### config.mk
export PLATFORM = sky130hd
export DESIGN_NAME = ppm_channel_decoder_top
export DESIGN_NICKNAME = d
export VERILOG_FILES = /design/src/design/ppm_pkg.sv /design/src/design/ppm_div.sv /design/src/design/ppm_ctrl.sv /design/src/design/ppm_dp.sv /design/src/design/ppm_channel_decoder_top.sv
export SDC_FILE = /design/constraint.sdc
export NUM_CORES = 2
export LEC_CHECK = 0
export ABC_AREA = 0
export BUFFER_PORTS_ARGS = -buffer_cell sky130_fd_sc_hd__buf_4
export CAP_MARGIN = 20
export CORE_ASPECT_RATIO = 1.4
export CORE_MARGIN = 10
export CORE_UTILIZATION = 55
export DETAILED_ROUTE_END_ITERATION = 16
export PLACE_DENSITY_LB_ADDON = 0.3
export SKIP_LAST_GASP = 1
export SLEW_MARGIN = 20
export SYNTH_ARGS = -nofsm -noshare
export SYNTH_HDL_FRONTEND = slang
export SYNTH_SLANG_ARGS = --single-unit
### constraint.sdc
create_clock -name clock -period 7.3 [get_ports clock]
set_clock_uncertainty 0.15 [all_clocks]
set_input_delay 1.095 -clock clock [delete_from_list [all_inputs] [get_ports clock]]
set_output_delay 1.095 -clock clock [all_outputs]
set_load 0.02 [all_outputs]
### src/design/ppm_pkg.sv
// Package with types, codes and constants of the pulse-position decoder.
package ppm_pkg;

   // Default values of the top-level parameters.
   localparam int MAX_CHANNELS_DEF = 8;
   localparam int PRESCALE_DEF     = 2;

   // Fixed widths.
   localparam int CNT_W     = 5;   // holds an effective channel count up to 16
   localparam int TICK_W    = 16;
   localparam int US_W      = 33;  // ticks times a prescale of up to 65536
   localparam int DIV_W     = 40;  // scaled pulse difference, times 100
   localparam int DEN_W     = 16;
   localparam int DIV_CNT_W = $clog2(DIV_W + 1);

   // Operation codes.
   localparam logic [2:0] OP_CAPTURE    = 3'd0;
   localparam logic [2:0] OP_OVERFLOW   = 3'd1;
   localparam logic [2:0] OP_FRAME_GAP  = 3'd2;
   localparam logic [2:0] OP_DISC_CHECK = 3'd3;
   localparam logic [2:0] OP_READ       = 3'd4;
   localparam logic [2:0] OP_SET_LIMITS = 3'd5;

   // Configuration register indexes.
   localparam logic [1:0] CSR_CHANNEL_COUNT = 2'd0;
   localparam logic [1:0] CSR_TIMEOUT_MS    = 2'd1;
   localparam logic [1:0] CSR_CLOCKS_PER_US = 2'd2;

   // Reset values.
   localparam logic [3:0]  CHANNEL_COUNT_RST = 4'd8;
   localparam logic [15:0] TIMEOUT_RST       = 16'd20;
   localparam logic [7:0]  CLOCKS_RST        = 8'd48;
   localparam logic [15:0] MIN_US_RST        = 16'd1000;
   localparam logic [15:0] MAX_US_RST        = 16'd2000;

   localparam logic [6:0] PCT_FULL = 7'd100;

   typedef struct packed {
      logic [2:0]  operation;
      logic [3:0]  channel;
      logic [15:0] pulse_ticks;
      logic [31:0] now_ms;
      logic [15:0] limit_min_us;
      logic [15:0] limit_max_us;
      logic [15:0] limit_deadzone_us;
   } ppm_req_type;

   typedef struct packed {
      logic        status;
      logic [6:0]  percent;
      logic [17:0] pulse_us;
      logic        disconnected;
   } ppm_rsp_type;

   typedef enum logic [3:0] {
      ST_IDLE,
      ST_DECODE,
      ST_MUL,
      ST_DIV1_GO,
      ST_DIV1_WAIT,
      ST_PCT,
      ST_SCALE,
      ST_DIV2_GO,
      ST_DIV2_WAIT,
      ST_RESP
   } ppm_state_type;

   // Commands from the controller to the datapath.
   typedef struct packed {
      logic load;
      logic exec;
      logic mul;
      logic div_go;
      logic div_sel;   // 0: ticks to microseconds, 1: percent
      logic us_load;
      logic pct_prep;
      logic scale;
      logic pct_load;
   } ppm_cmd_type;

   // Status from the datapath to the controller.
   typedef struct packed {
      logic read_go;
      logic scale_done;
      logic div_done;
   } ppm_stat_type;

endpackage

### src/design/ppm_div.sv
// Restoring divider that produces one quotient bit per cycle.
module ppm_div
   import ppm_pkg::*;
(
   input  logic             clock,
   input  logic             reset,
   input  logic             start,
   input  logic [DIV_W-1:0] dividend,
   input  logic [DEN_W-1:0] divisor,
   output logic             done,
   output logic [DIV_W-1:0] quotient
);

   logic [DIV_W-1:0]     quo_ff, quo_in;
   logic [DEN_W-1:0]     rem_ff, rem_in;
   logic [DEN_W-1:0]     den_ff, den_in;
   logic [DIV_CNT_W-1:0] cnt_ff, cnt_in;
   logic                 done_ff, done_in;
   logic [DEN_W:0]       trial;
   logic                 fits;

   // One shift-and-subtract step on the partial remainder.
   always_comb begin
      trial   = {rem_ff, quo_ff[DIV_W-1]};
      fits    = trial >= {1'b0, den_ff};
      quo_in  = quo_ff;
      rem_in  = rem_ff;
      den_in  = den_ff;
      cnt_in  = cnt_ff;
      done_in = 1'b0;
      if (start) begin
         quo_in = dividend;
         rem_in = '0;
         den_in = divisor;
         cnt_in = DIV_CNT_W'(DIV_W);
      end else if (cnt_ff != '0) begin
         quo_in  = {quo_ff[DIV_W-2:0], fits};
         rem_in  = fits ? DEN_W'(trial - {1'b0, den_ff}) : trial[DEN_W-1:0];
         cnt_in  = cnt_ff - 1'b1;
         done_in = cnt_ff == DIV_CNT_W'(1);
      end
   end

   always_ff @(posedge clock) begin
      if (reset) begin
         cnt_ff  <= '0;
         done_ff <= 1'b0;
      end else begin
         cnt_ff  <= cnt_in;
         done_ff <= done_in;
      end
   end

   always_ff @(posedge clock) begin
      quo_ff <= quo_in;
      rem_ff <= rem_in;
      den_ff <= den_in;
   end

   assign done     = done_ff;
   assign quotient = quo_ff;

endmodule

### src/design/ppm_ctrl.sv
// Controller state machine that sequences each operation of the decoder.
module ppm_ctrl
   import ppm_pkg::*;
(
   input  logic         clock,
   input  logic         reset,
   input  logic         start,
   input  ppm_stat_type stat,
   output logic         busy,
   output logic         rsp_valid,
   output ppm_cmd_type  cmd
);

   ppm_state_type state_ff, state_in;

   // Next state.
   always_comb begin
      state_in = state_ff;
      unique case (state_ff)
         ST_IDLE:      if (start) state_in = ST_DECODE;
         ST_DECODE:    state_in = stat.read_go ? ST_MUL : ST_RESP;
         ST_MUL:       state_in = ST_DIV1_GO;
         ST_DIV1_GO:   state_in = ST_DIV1_WAIT;
         ST_DIV1_WAIT: if (stat.div_done) state_in = ST_PCT;
         ST_PCT:       state_in = ST_SCALE;
         ST_SCALE:     state_in = stat.scale_done ? ST_RESP : ST_DIV2_GO;
         ST_DIV2_GO:   state_in = ST_DIV2_WAIT;
         ST_DIV2_WAIT: if (stat.div_done) state_in = ST_RESP;
         ST_RESP:      state_in = ST_IDLE;
         default:      state_in = ST_IDLE;
      endcase
   end

   always_ff @(posedge clock) begin
      if (reset) begin
         state_ff <= ST_IDLE;
      end else begin
         state_ff <= state_in;
      end
   end

   // Commands and handshake outputs.
   always_comb begin
      cmd       = '0;
      busy      = state_ff != ST_IDLE;
      rsp_valid = state_ff == ST_RESP;
      unique case (state_ff)
         ST_IDLE:      cmd.load = start;
         ST_DECODE:    cmd.exec = 1'b1;
         ST_MUL:       cmd.mul = 1'b1;
         ST_DIV1_GO:   cmd.div_go = 1'b1;
         ST_DIV1_WAIT: cmd.us_load = stat.div_done;
         ST_PCT:       cmd.pct_prep = 1'b1;
         ST_SCALE:     cmd.scale = 1'b1;
         ST_DIV2_GO: begin
            cmd.div_go  = 1'b1;
            cmd.div_sel = 1'b1;
         end
         ST_DIV2_WAIT: cmd.pct_load = stat.div_done;
         ST_RESP:      cmd = '0;
         default:      cmd = '0;
      endcase
   end

endmodule

### src/design/ppm_dp.sv
// Datapath: configuration, channel slots, limit tables and read arithmetic.
module ppm_dp
   import ppm_pkg::*;
#(
   parameter int MAX_CHANNELS = MAX_CHANNELS_DEF,
   parameter int PRESCALE     = PRESCALE_DEF
) (
   input  logic         clock,
   input  logic         reset,
   input  logic         csr_we,
   input  logic [1:0]   csr_index,
   input  logic [15:0]  csr_wdata,
   input  ppm_req_type  req_data,
   input  ppm_cmd_type  cmd,
   output ppm_rsp_type  rsp_data,
   output ppm_stat_type stat
);

   localparam int SLOT_W = (MAX_CHANNELS > 1) ? $clog2(MAX_CHANNELS) : 1;
   localparam logic [16:0] PRE_MULT = 17'(PRESCALE + 1);

   // Configuration registers.
   logic [3:0]  cfg_count_ff;
   logic [15:0] cfg_timeout_ff;
   logic [7:0]  cfg_clk_ff;

   // Decoder state.
   logic [15:0]       slot_ff [MAX_CHANNELS];
   logic [15:0]       slot_in [MAX_CHANNELS];
   logic [15:0]       min_ff  [MAX_CHANNELS];
   logic [15:0]       min_in  [MAX_CHANNELS];
   logic [15:0]       max_ff  [MAX_CHANNELS];
   logic [15:0]       max_in  [MAX_CHANNELS];
   logic [15:0]       dz_ff   [MAX_CHANNELS];
   logic [15:0]       dz_in   [MAX_CHANNELS];
   logic [SLOT_W-1:0] wslot_ff, wslot_in;
   logic              gap_ff, gap_in;
   logic [31:0]       last_ms_ff, last_ms_in;

   // Item and read pipeline registers.
   ppm_req_type       item_ff, item_in;
   logic [US_W-1:0]   prod_ff, prod_in;
   logic [US_W-1:0]   us_ff, us_in;
   logic [US_W-1:0]   diff_ff, diff_in;
   logic              ge_ff, ge_in;
   logic [DIV_W-1:0]  num_ff, num_in;
   ppm_rsp_type       result_ff, result_in;

   // Combinational helpers.
   logic [CNT_W-1:0]  count;
   logic              ch_ok;
   logic [SLOT_W-1:0] chan_idx;
   logic [3:0]        chan_m1;
   logic [SLOT_W-1:0] ws_base;
   logic [31:0]       elapsed;
   logic              disc;
   logic              bad_limits;
   logic [7:0]        clk_eff;
   logic [15:0]       slot_rd, min_rd, max_rd, dz_rd;
   logic [DIV_W-1:0]  div_num;
   logic [DEN_W-1:0]  div_den;
   logic              div_done;
   logic [DIV_W-1:0]  div_quo;
   logic              pct_zero;

   // Effective channel count, the selected channel and its table entries.
   always_comb begin
      if (cfg_count_ff == '0 || {1'b0, cfg_count_ff} > CNT_W'(MAX_CHANNELS)) begin
         count = CNT_W'(MAX_CHANNELS);
      end else begin
         count = {1'b0, cfg_count_ff};
      end
      ch_ok    = item_ff.channel != '0 && {1'b0, item_ff.channel} <= count;
      chan_m1  = item_ff.channel - 4'd1;
      chan_idx = chan_m1[SLOT_W-1:0];
      slot_rd  = slot_ff[chan_idx];
      min_rd   = min_ff[chan_idx];
      max_rd   = max_ff[chan_idx];
      dz_rd    = dz_ff[chan_idx];
      clk_eff  = (cfg_clk_ff == '0) ? 8'd1 : cfg_clk_ff;
      elapsed  = item_ff.now_ms - last_ms_ff;
      disc     = elapsed >= {16'd0, cfg_timeout_ff};
      bad_limits = !ch_ok || item_ff.limit_min_us >= item_ff.limit_max_us;
      pct_zero = !ge_ff || diff_ff < US_W'(dz_rd);
   end

   assign stat.read_go    = item_ff.operation == OP_READ && ch_ok;
   assign stat.scale_done = pct_zero || max_rd <= min_rd;
   assign stat.div_done   = div_done;

   // Operand selection for the shared divider.
   always_comb begin
      if (cmd.div_sel) begin
         div_num = num_ff;
         div_den = max_rd - min_rd;
      end else begin
         div_num = DIV_W'(prod_ff);
         div_den = DEN_W'(clk_eff);
      end
   end

   ppm_div u_div (
      .clock    (clock),
      .reset    (reset),
      .start    (cmd.div_go),
      .dividend (div_num),
      .divisor  (div_den),
      .done     (div_done),
      .quotient (div_quo)
   );

   // State updates of the simple operations.
   always_comb begin
      slot_in    = slot_ff;
      min_in     = min_ff;
      max_in     = max_ff;
      dz_in      = dz_ff;
      wslot_in   = wslot_ff;
      gap_in     = gap_ff;
      last_ms_in = last_ms_ff;
      ws_base    = gap_ff ? '0 : wslot_ff;
      if (CNT_W'(ws_base) >= count) begin
         ws_base = '0;
      end
      if (cmd.exec) begin
         unique case (item_ff.operation)
            OP_CAPTURE: begin
               last_ms_in       = item_ff.now_ms;
               gap_in           = 1'b0;
               slot_in[ws_base] = item_ff.pulse_ticks;
               if (CNT_W'(ws_base) + CNT_W'(1) == count) begin
                  wslot_in = '0;
               end else begin
                  wslot_in = ws_base + SLOT_W'(1);
               end
            end
            OP_OVERFLOW:  wslot_in = '0;
            OP_FRAME_GAP: gap_in = 1'b1;
            OP_DISC_CHECK: begin
               if (disc) begin
                  for (int i = 0; i < MAX_CHANNELS; i++) begin
                     if (CNT_W'(i) < count) begin
                        slot_in[i] = '0;
                     end
                  end
                  wslot_in = '0;
               end
            end
            OP_SET_LIMITS: begin
               if (!bad_limits) begin
                  min_in[chan_idx] = item_ff.limit_min_us;
                  max_in[chan_idx] = item_ff.limit_max_us;
                  dz_in[chan_idx]  = item_ff.limit_deadzone_us;
               end
            end
            default: ;
         endcase
      end
   end

   // Read pipeline and result register.
   always_comb begin
      item_in   = cmd.load ? req_data : item_ff;
      prod_in   = cmd.mul ? ({17'd0, slot_rd} * {16'd0, PRE_MULT}) : prod_ff;
      us_in     = us_ff;
      diff_in   = diff_ff;
      ge_in     = ge_ff;
      num_in    = num_ff;
      result_in = result_ff;
      if (cmd.exec) begin
         result_in = '0;
         result_in.status       = item_ff.operation == OP_SET_LIMITS && bad_limits;
         result_in.disconnected = item_ff.operation == OP_DISC_CHECK && disc;
      end
      if (cmd.us_load) begin
         us_in              = div_quo[US_W-1:0];
         result_in.pulse_us = div_quo[17:0];
      end
      if (cmd.pct_prep) begin
         ge_in   = us_ff >= US_W'(min_rd);
         diff_in = us_ff - US_W'(min_rd);
      end
      if (cmd.scale) begin
         num_in = DIV_W'(diff_ff) * DIV_W'(PCT_FULL);
         if (pct_zero) begin
            result_in.percent = '0;
         end else if (max_rd <= min_rd) begin
            result_in.percent = PCT_FULL;
         end
      end
      if (cmd.pct_load) begin
         result_in.percent = (div_quo > DIV_W'(PCT_FULL)) ? PCT_FULL : div_quo[6:0];
      end
   end

   // Configuration writes.
   always_ff @(posedge clock) begin
      if (reset) begin
         cfg_count_ff   <= CHANNEL_COUNT_RST;
         cfg_timeout_ff <= TIMEOUT_RST;
         cfg_clk_ff     <= CLOCKS_RST;
      end else if (csr_we) begin
         unique case (csr_index)
            CSR_CHANNEL_COUNT: cfg_count_ff   <= csr_wdata[3:0];
            CSR_TIMEOUT_MS:    cfg_timeout_ff <= csr_wdata;
            CSR_CLOCKS_PER_US: cfg_clk_ff     <= csr_wdata[7:0];
            default: ;
         endcase
      end
   end

   // Decoder state registers.
   always_ff @(posedge clock) begin
      if (reset) begin
         for (int i = 0; i < MAX_CHANNELS; i++) begin
            slot_ff[i] <= '0;
            min_ff[i]  <= MIN_US_RST;
            max_ff[i]  <= MAX_US_RST;
            dz_ff[i]   <= '0;
         end
         wslot_ff   <= '0;
         gap_ff     <= 1'b1;
         last_ms_ff <= '0;
      end else begin
         slot_ff    <= slot_in;
         min_ff     <= min_in;
         max_ff     <= max_in;
         dz_ff      <= dz_in;
         wslot_ff   <= wslot_in;
         gap_ff     <= gap_in;
         last_ms_ff <= last_ms_in;
      end
   end

   // Payload registers.
   always_ff @(posedge clock) begin
      item_ff   <= item_in;
      prod_ff   <= prod_in;
      us_ff     <= us_in;
      diff_ff   <= diff_in;
      ge_ff     <= ge_in;
      num_ff    <= num_in;
      result_ff <= result_in;
   end

   assign rsp_data = result_ff;

endmodule

### src/design/ppm_channel_decoder_top.sv
// Top level of the pulse-position channel decoder.
// An operation is accepted when start is high while busy is low; busy then stays
// high until the result has been shown. Each operation gives exactly one result,
// valid for the single cycle in which rsp_valid is high; the receiver cannot stall
// it and must take it in that cycle. Capture, overflow, frame gap, disconnect check,
// set limits and invalid reads pass from the decode state to the result state.
// A valid read runs through one shared bit-serial divider at one quotient bit per
// cycle: first ticks to microseconds, then, unless the percent is already zero or
// full scale, the percent scaling. A new operation is accepted from the cycle after
// the result strobe. Configuration writes take effect at once and are meant for
// times when no operation is in flight.
module ppm_channel_decoder_top
   import ppm_pkg::*;
#(
   parameter int MAX_CHANNELS = MAX_CHANNELS_DEF,
   parameter int PRESCALE     = PRESCALE_DEF
) (
   input  logic        clock,
   input  logic        reset,
   input  logic        start,
   output logic        busy,
   input  ppm_req_type req_data,
   output logic        rsp_valid,
   output ppm_rsp_type rsp_data,
   input  logic        csr_we,
   input  logic [1:0]  csr_index,
   input  logic [15:0] csr_wdata
);

   ppm_cmd_type  cmd;
   ppm_stat_type stat;

   ppm_ctrl u_ctrl (
      .clock     (clock),
      .reset     (reset),
      .start     (start),
      .stat      (stat),
      .busy      (busy),
      .rsp_valid (rsp_valid),
      .cmd       (cmd)
   );

   ppm_dp #(
      .MAX_CHANNELS (MAX_CHANNELS),
      .PRESCALE     (PRESCALE)
   ) u_dp (
      .clock     (clock),
      .reset     (reset),
      .csr_we    (csr_we),
      .csr_index (csr_index),
      .csr_wdata (csr_wdata),
      .req_data  (req_data),
      .cmd       (cmd),
      .rsp_data  (rsp_data),
      .stat      (stat)
   );

endmodule

==> flow_summary.yaml <==
setup_path:
  crit_path_top_delay_cell: "inv_2"
  start_kind: "flip-flop"
  critical_path_class: "reg -> reg"
  slowest_delay_ns: 0.65
  critPathRequiredTime_ns: 7.59
  cp.arrival_ns: 6.58
  cpMostUsedCell: "o21ai_0"
  path_cells: "inv_2, ha_4, inv_2, buf_12, mux2i_1, ha_1, nor2b_1, o21ai_0, a21boi_0, o21ai_0, a21boi_0, o21ai_0, a21oi_1, o32ai_1, o21ai_1, or3_1, xnor2_1"
  crit_family: "compound AO/OA/AOI/OAI gates"
  cp_num_buf_inv: 3
  worst-path-max-fanout: 23
  cp-end-kind: "flip-flop"
logic_synthesis:
  synth_top_family_by_area: "simple AND/OR/NAND/NOR gates"
  synth_xor_area_share_pct: 2.040
  synth-compound-area-share_pct: 14.46
  synthMuxAreaShare_pct: 5.854
  syn_inst: 5174
  synth_edf_count: 302
  avgSynthCellArea_um2: 8.964
  ys_ff_latch: 912
  ys_types: 97
  ys_warn_count: 0
  synth_nets: 5601
  ys_async_sr_fraction_pct: 0
  netlist_area_um2: 46380
  synth-simple-area-share_pct: 17.95
  synthAdderAreaFrac_pct: 8.682
  ys.flop_type: "dfxtp_1"
  ys_seq_area_share_pct: 45.88
grt:
  grt_usage_pct: 28.02
  antenna_found_initial: 1
  grt_pass1_vias: 37588
  grt_pass1_wl_um: 212800
  grt_overflow: 0
  grt_max_degree: 145
power_and_ir_drop:
  combPwrFrac_pct: 26.9
  switching_share_pct: 34.44
  p_leak_nw: 20.06
  p_sw_mw: 5.322
  vdd_ir_drop_max_mv: 0.2402
  pwr_density_cell_nw_per_um2: 299.2
  seqPwrFrac_pct: 41.4
  p_total_mw: 15.45
  p_int_mw: 10.13
  pwr-share-clk_pct: 31.7
placed_design:
  hpwl_um: 96520
  gp_congestion: 0.9609
  numPortBuffers: 153
clock_network:
  clock_latency_ns: 0.70
  postCtsHoldBufs: 0
  clkSlewWorstSetupHoldPaths_ns: 0.07
  clock_path_buffers: 3
  cts_resized: 0
  cts_max_level: 3
  root_buffer: "clkbuf_16"
  clkSinkCount: 912
  postCtsSetupRepairBufs: 0
  cts_buffers: 89
  cts_tree: "built"
finish:
  fillers: 7025
  final_net_count: 5610
  antenna_cells: 0
  ff_latch_area_um2: 21280
  multi_input_area_um2: 22950
  area_growth_pct: 11.35
  drive_gt1_share_pct: 9.791
  fin_util_pct: 61.95
sta:
  period_needed_ns: 6.286
  tightest_slew_ns: 1.169
  hold_viol: 0
  setup_viol: 0
  finalCritPeriodShare_pct: 86.10
  slew_headroom_pct: 22.04
  slew_violations: 0
  rsz0062_at_grt: "no"
  max_freq_ghz: 0.1591
  setup-tns-final_ns: 0
drt:
  totalWireLength_um: 138300
  drcViolationCount: 0
  via_count: 38449
  dr.pass1.iters: 6
  vias_per_cell: 6.065
  wl_per_cell_um: 21.81
  drtIter0Drc: 3805
  ant_nets: 0
status:
  outcome: "complete, no violations"
die:
  ios: 154
  num_rows: 125
  die_area_um2: 96500
  core_um2: 83360
  die_height_um: 363.6
  die_width_um: 265.4
  start_util_pct: 55.64
worst_hold_path:
  hold_class: "reg -> reg"
job:
  drv_cap: 0
[stage by stage]
stage	cell area (µm²)	instances	hold slack, ns	setup slack, ns
6_report	51640	6339	0.2992	1.014
4_1_cts	51600	6337	0.2993	1.165
3_5_place_dp	48440	6169	0.2905	1.185
2_1_floorplan	46380	5174	0.2784	0.3318
3_3_place_gp	48410	6169	0.2844	1.345
5_1_grt	51640	6339	0.3169	0.7036
[cells by family (layout without fill, tap and decap cells)]
family                   after synthesis  in the layout
XOR/XNOR                             108            108
AO/OA/AOI/OAI                       1092           1092
multiplexers                         205            205
adder cells (fa/ha/maj)              302            302
flip-flops                           912            912
buffers and inverters                610            696
AND/OR/NAND/NOR                     1945           1945
[placed cells by master, fill, tap and decap left out, types with 21 or more instances in the layout]
| master | Yosys | final |
|---|---|---|
| nand2_1 | 1259 | 1257 |
| dfxtp_1 | 610 | 609 |
| a21oi_1 | 492 | 492 |
| edfxtp_1 | 302 | 302 |
| inv_1 | 286 | 286 |
| ha_1 | 269 | 268 |
| buf_4 | 1 | 227 |
| o21ai_0 | 224 | 224 |
| nor2_1 | 201 | 201 |
| nand3_1 | 169 | 169 |
| mux2i_1 | 143 | 143 |
| clkbuf_16 | 0 | 96 |
| xnor2_1 | 76 | 75 |
| o211ai_1 | 61 | 61 |
| nor3_1 | 72 | 57 |
| mux4_2 | 52 | 52 |
| a21o_1 | 47 | 47 |
| and2_1 | 44 | 44 |
| a221oi_1 | 33 | 33 |
| fa_1 | 33 | 33 |
| xor2_1 | 32 | 31 |
| nand4_1 | 30 | 30 |
| nand2b_1 | 30 | 30 |
| nor2b_1 | 25 | 24 |
| o21a_1 | 22 | 22 |
| nor4_1 | 22 | 21 |
| a211oi_1 | 21 | 21 |
[path summary, 6_finish.rpt]
check | from | to | slack [ns] | cells after the start
setup / recovery | u_dp.item_ff[96]$_DFFE_PP_ | u_dp.diff_ff[18]$_DFFE_PP_ | 1.01 | 17
hold / removal | u_dp.min_ff[81]$_SDFFE_PP0P_ | u_dp.min_ff[81]$_SDFFE_PP0P_ | 0.30 | 2
setup reg to reg | u_dp.item_ff[96]$_DFFE_PP_ | u_dp.diff_ff[18]$_DFFE_PP_ | 1.01 | 17
hold reg to reg | u_dp.min_ff[81]$_SDFFE_PP0P_ | u_dp.min_ff[81]$_SDFFE_PP0P_ | 0.30 | 2
[Yosys cell counts, types with 44 or more instances]
cell      number  area (µm²)
edfxtp_1     302        9069
clkbuf_1     236       885.9
nand2_1     1259        4726
and2_1        44       275.3
a21oi_1      492        2462
mux4_2        52        1171
o21ai_0      224        1121
mux2i_1      143        1431
dfxtp_1      610       12210
a21o_1        47       352.8
nor2_1       201       754.5
ha_1         269        3366
inv_1        286        1074
nor3_1        72       360.4
nand3_1      169       845.8
xnor2_1       76       665.6
o211ai_1      61       457.9
[tightest hold or removal path: cells and delay by family (launching register included)]
family	cells	cell delay, ns
flops	1	0.31
simple gates	1	0.05
compound gates	1	0.05
[power groups by stage]
| stage | combinational [mW] | sequential (mW) | clock (mW) |
|---|---|---|---|
| 2_1_floorplan | 2.87 | 6.19 | 0 |
| 3_3_place_gp | 3.98 | 6.48 | 0 |
| 3_5_place_dp | 4.07 | 6.48 | 0 |
| 4_1_cts | 4.08 | 6.38 | 4.95 |
| 5_1_grt | 4.52 | 6.42 | 5.16 |
| 6_report | 4.15 | 6.40 | 4.90 |
[state kept, by name, summed over array words and instances, names as in the netlist, 6 cells and up]
register / flops
u_dp.diff_ff: 33
u_dp.cfg_clk_ff: 8
u_dp.num_ff: 38
u_dp.last_ms_ff: 32
u_dp.min_ff: 128
u_dp.u_div.den_ff: 16
u_dp.u_div.rem_ff: 16
u_dp.max_ff: 128
u_dp.us_ff: 33
u_dp.cfg_timeout_ff: 16
u_dp.slot_ff: 128
u_dp.item_ff: 103
u_dp.u_div.quotient: 40
u_dp.rsp_data: 27
u_dp.dz_ff: 128
u_dp.u_div.cnt_ff: 6
u_dp.prod_ff: 18
[metal layers]
metal  global-route usage [%]  routed length [µm]  part of all wire, %  vias up
met5                        0                  13               0.0094        -
met4                    16.49                8523                  6.2        2
met3                    4.344               10640                  7.7      431
met2                    48.75               67940                   49     1685
met1                    32.32               51150                   37    18392
li1                         -                   -                    -    17939
[cell type report]
type	count	area share (%)
well taps	1079	2.614
flip-flops and latches	912	41.21
clock buffers	127	5.187
inverters	296	2.156
clock inverters	41	0.9280
multi-input cells	3652	44.44
repair buffers	232	3.460
No activity file was read; power rests on OpenSTA's default activity.
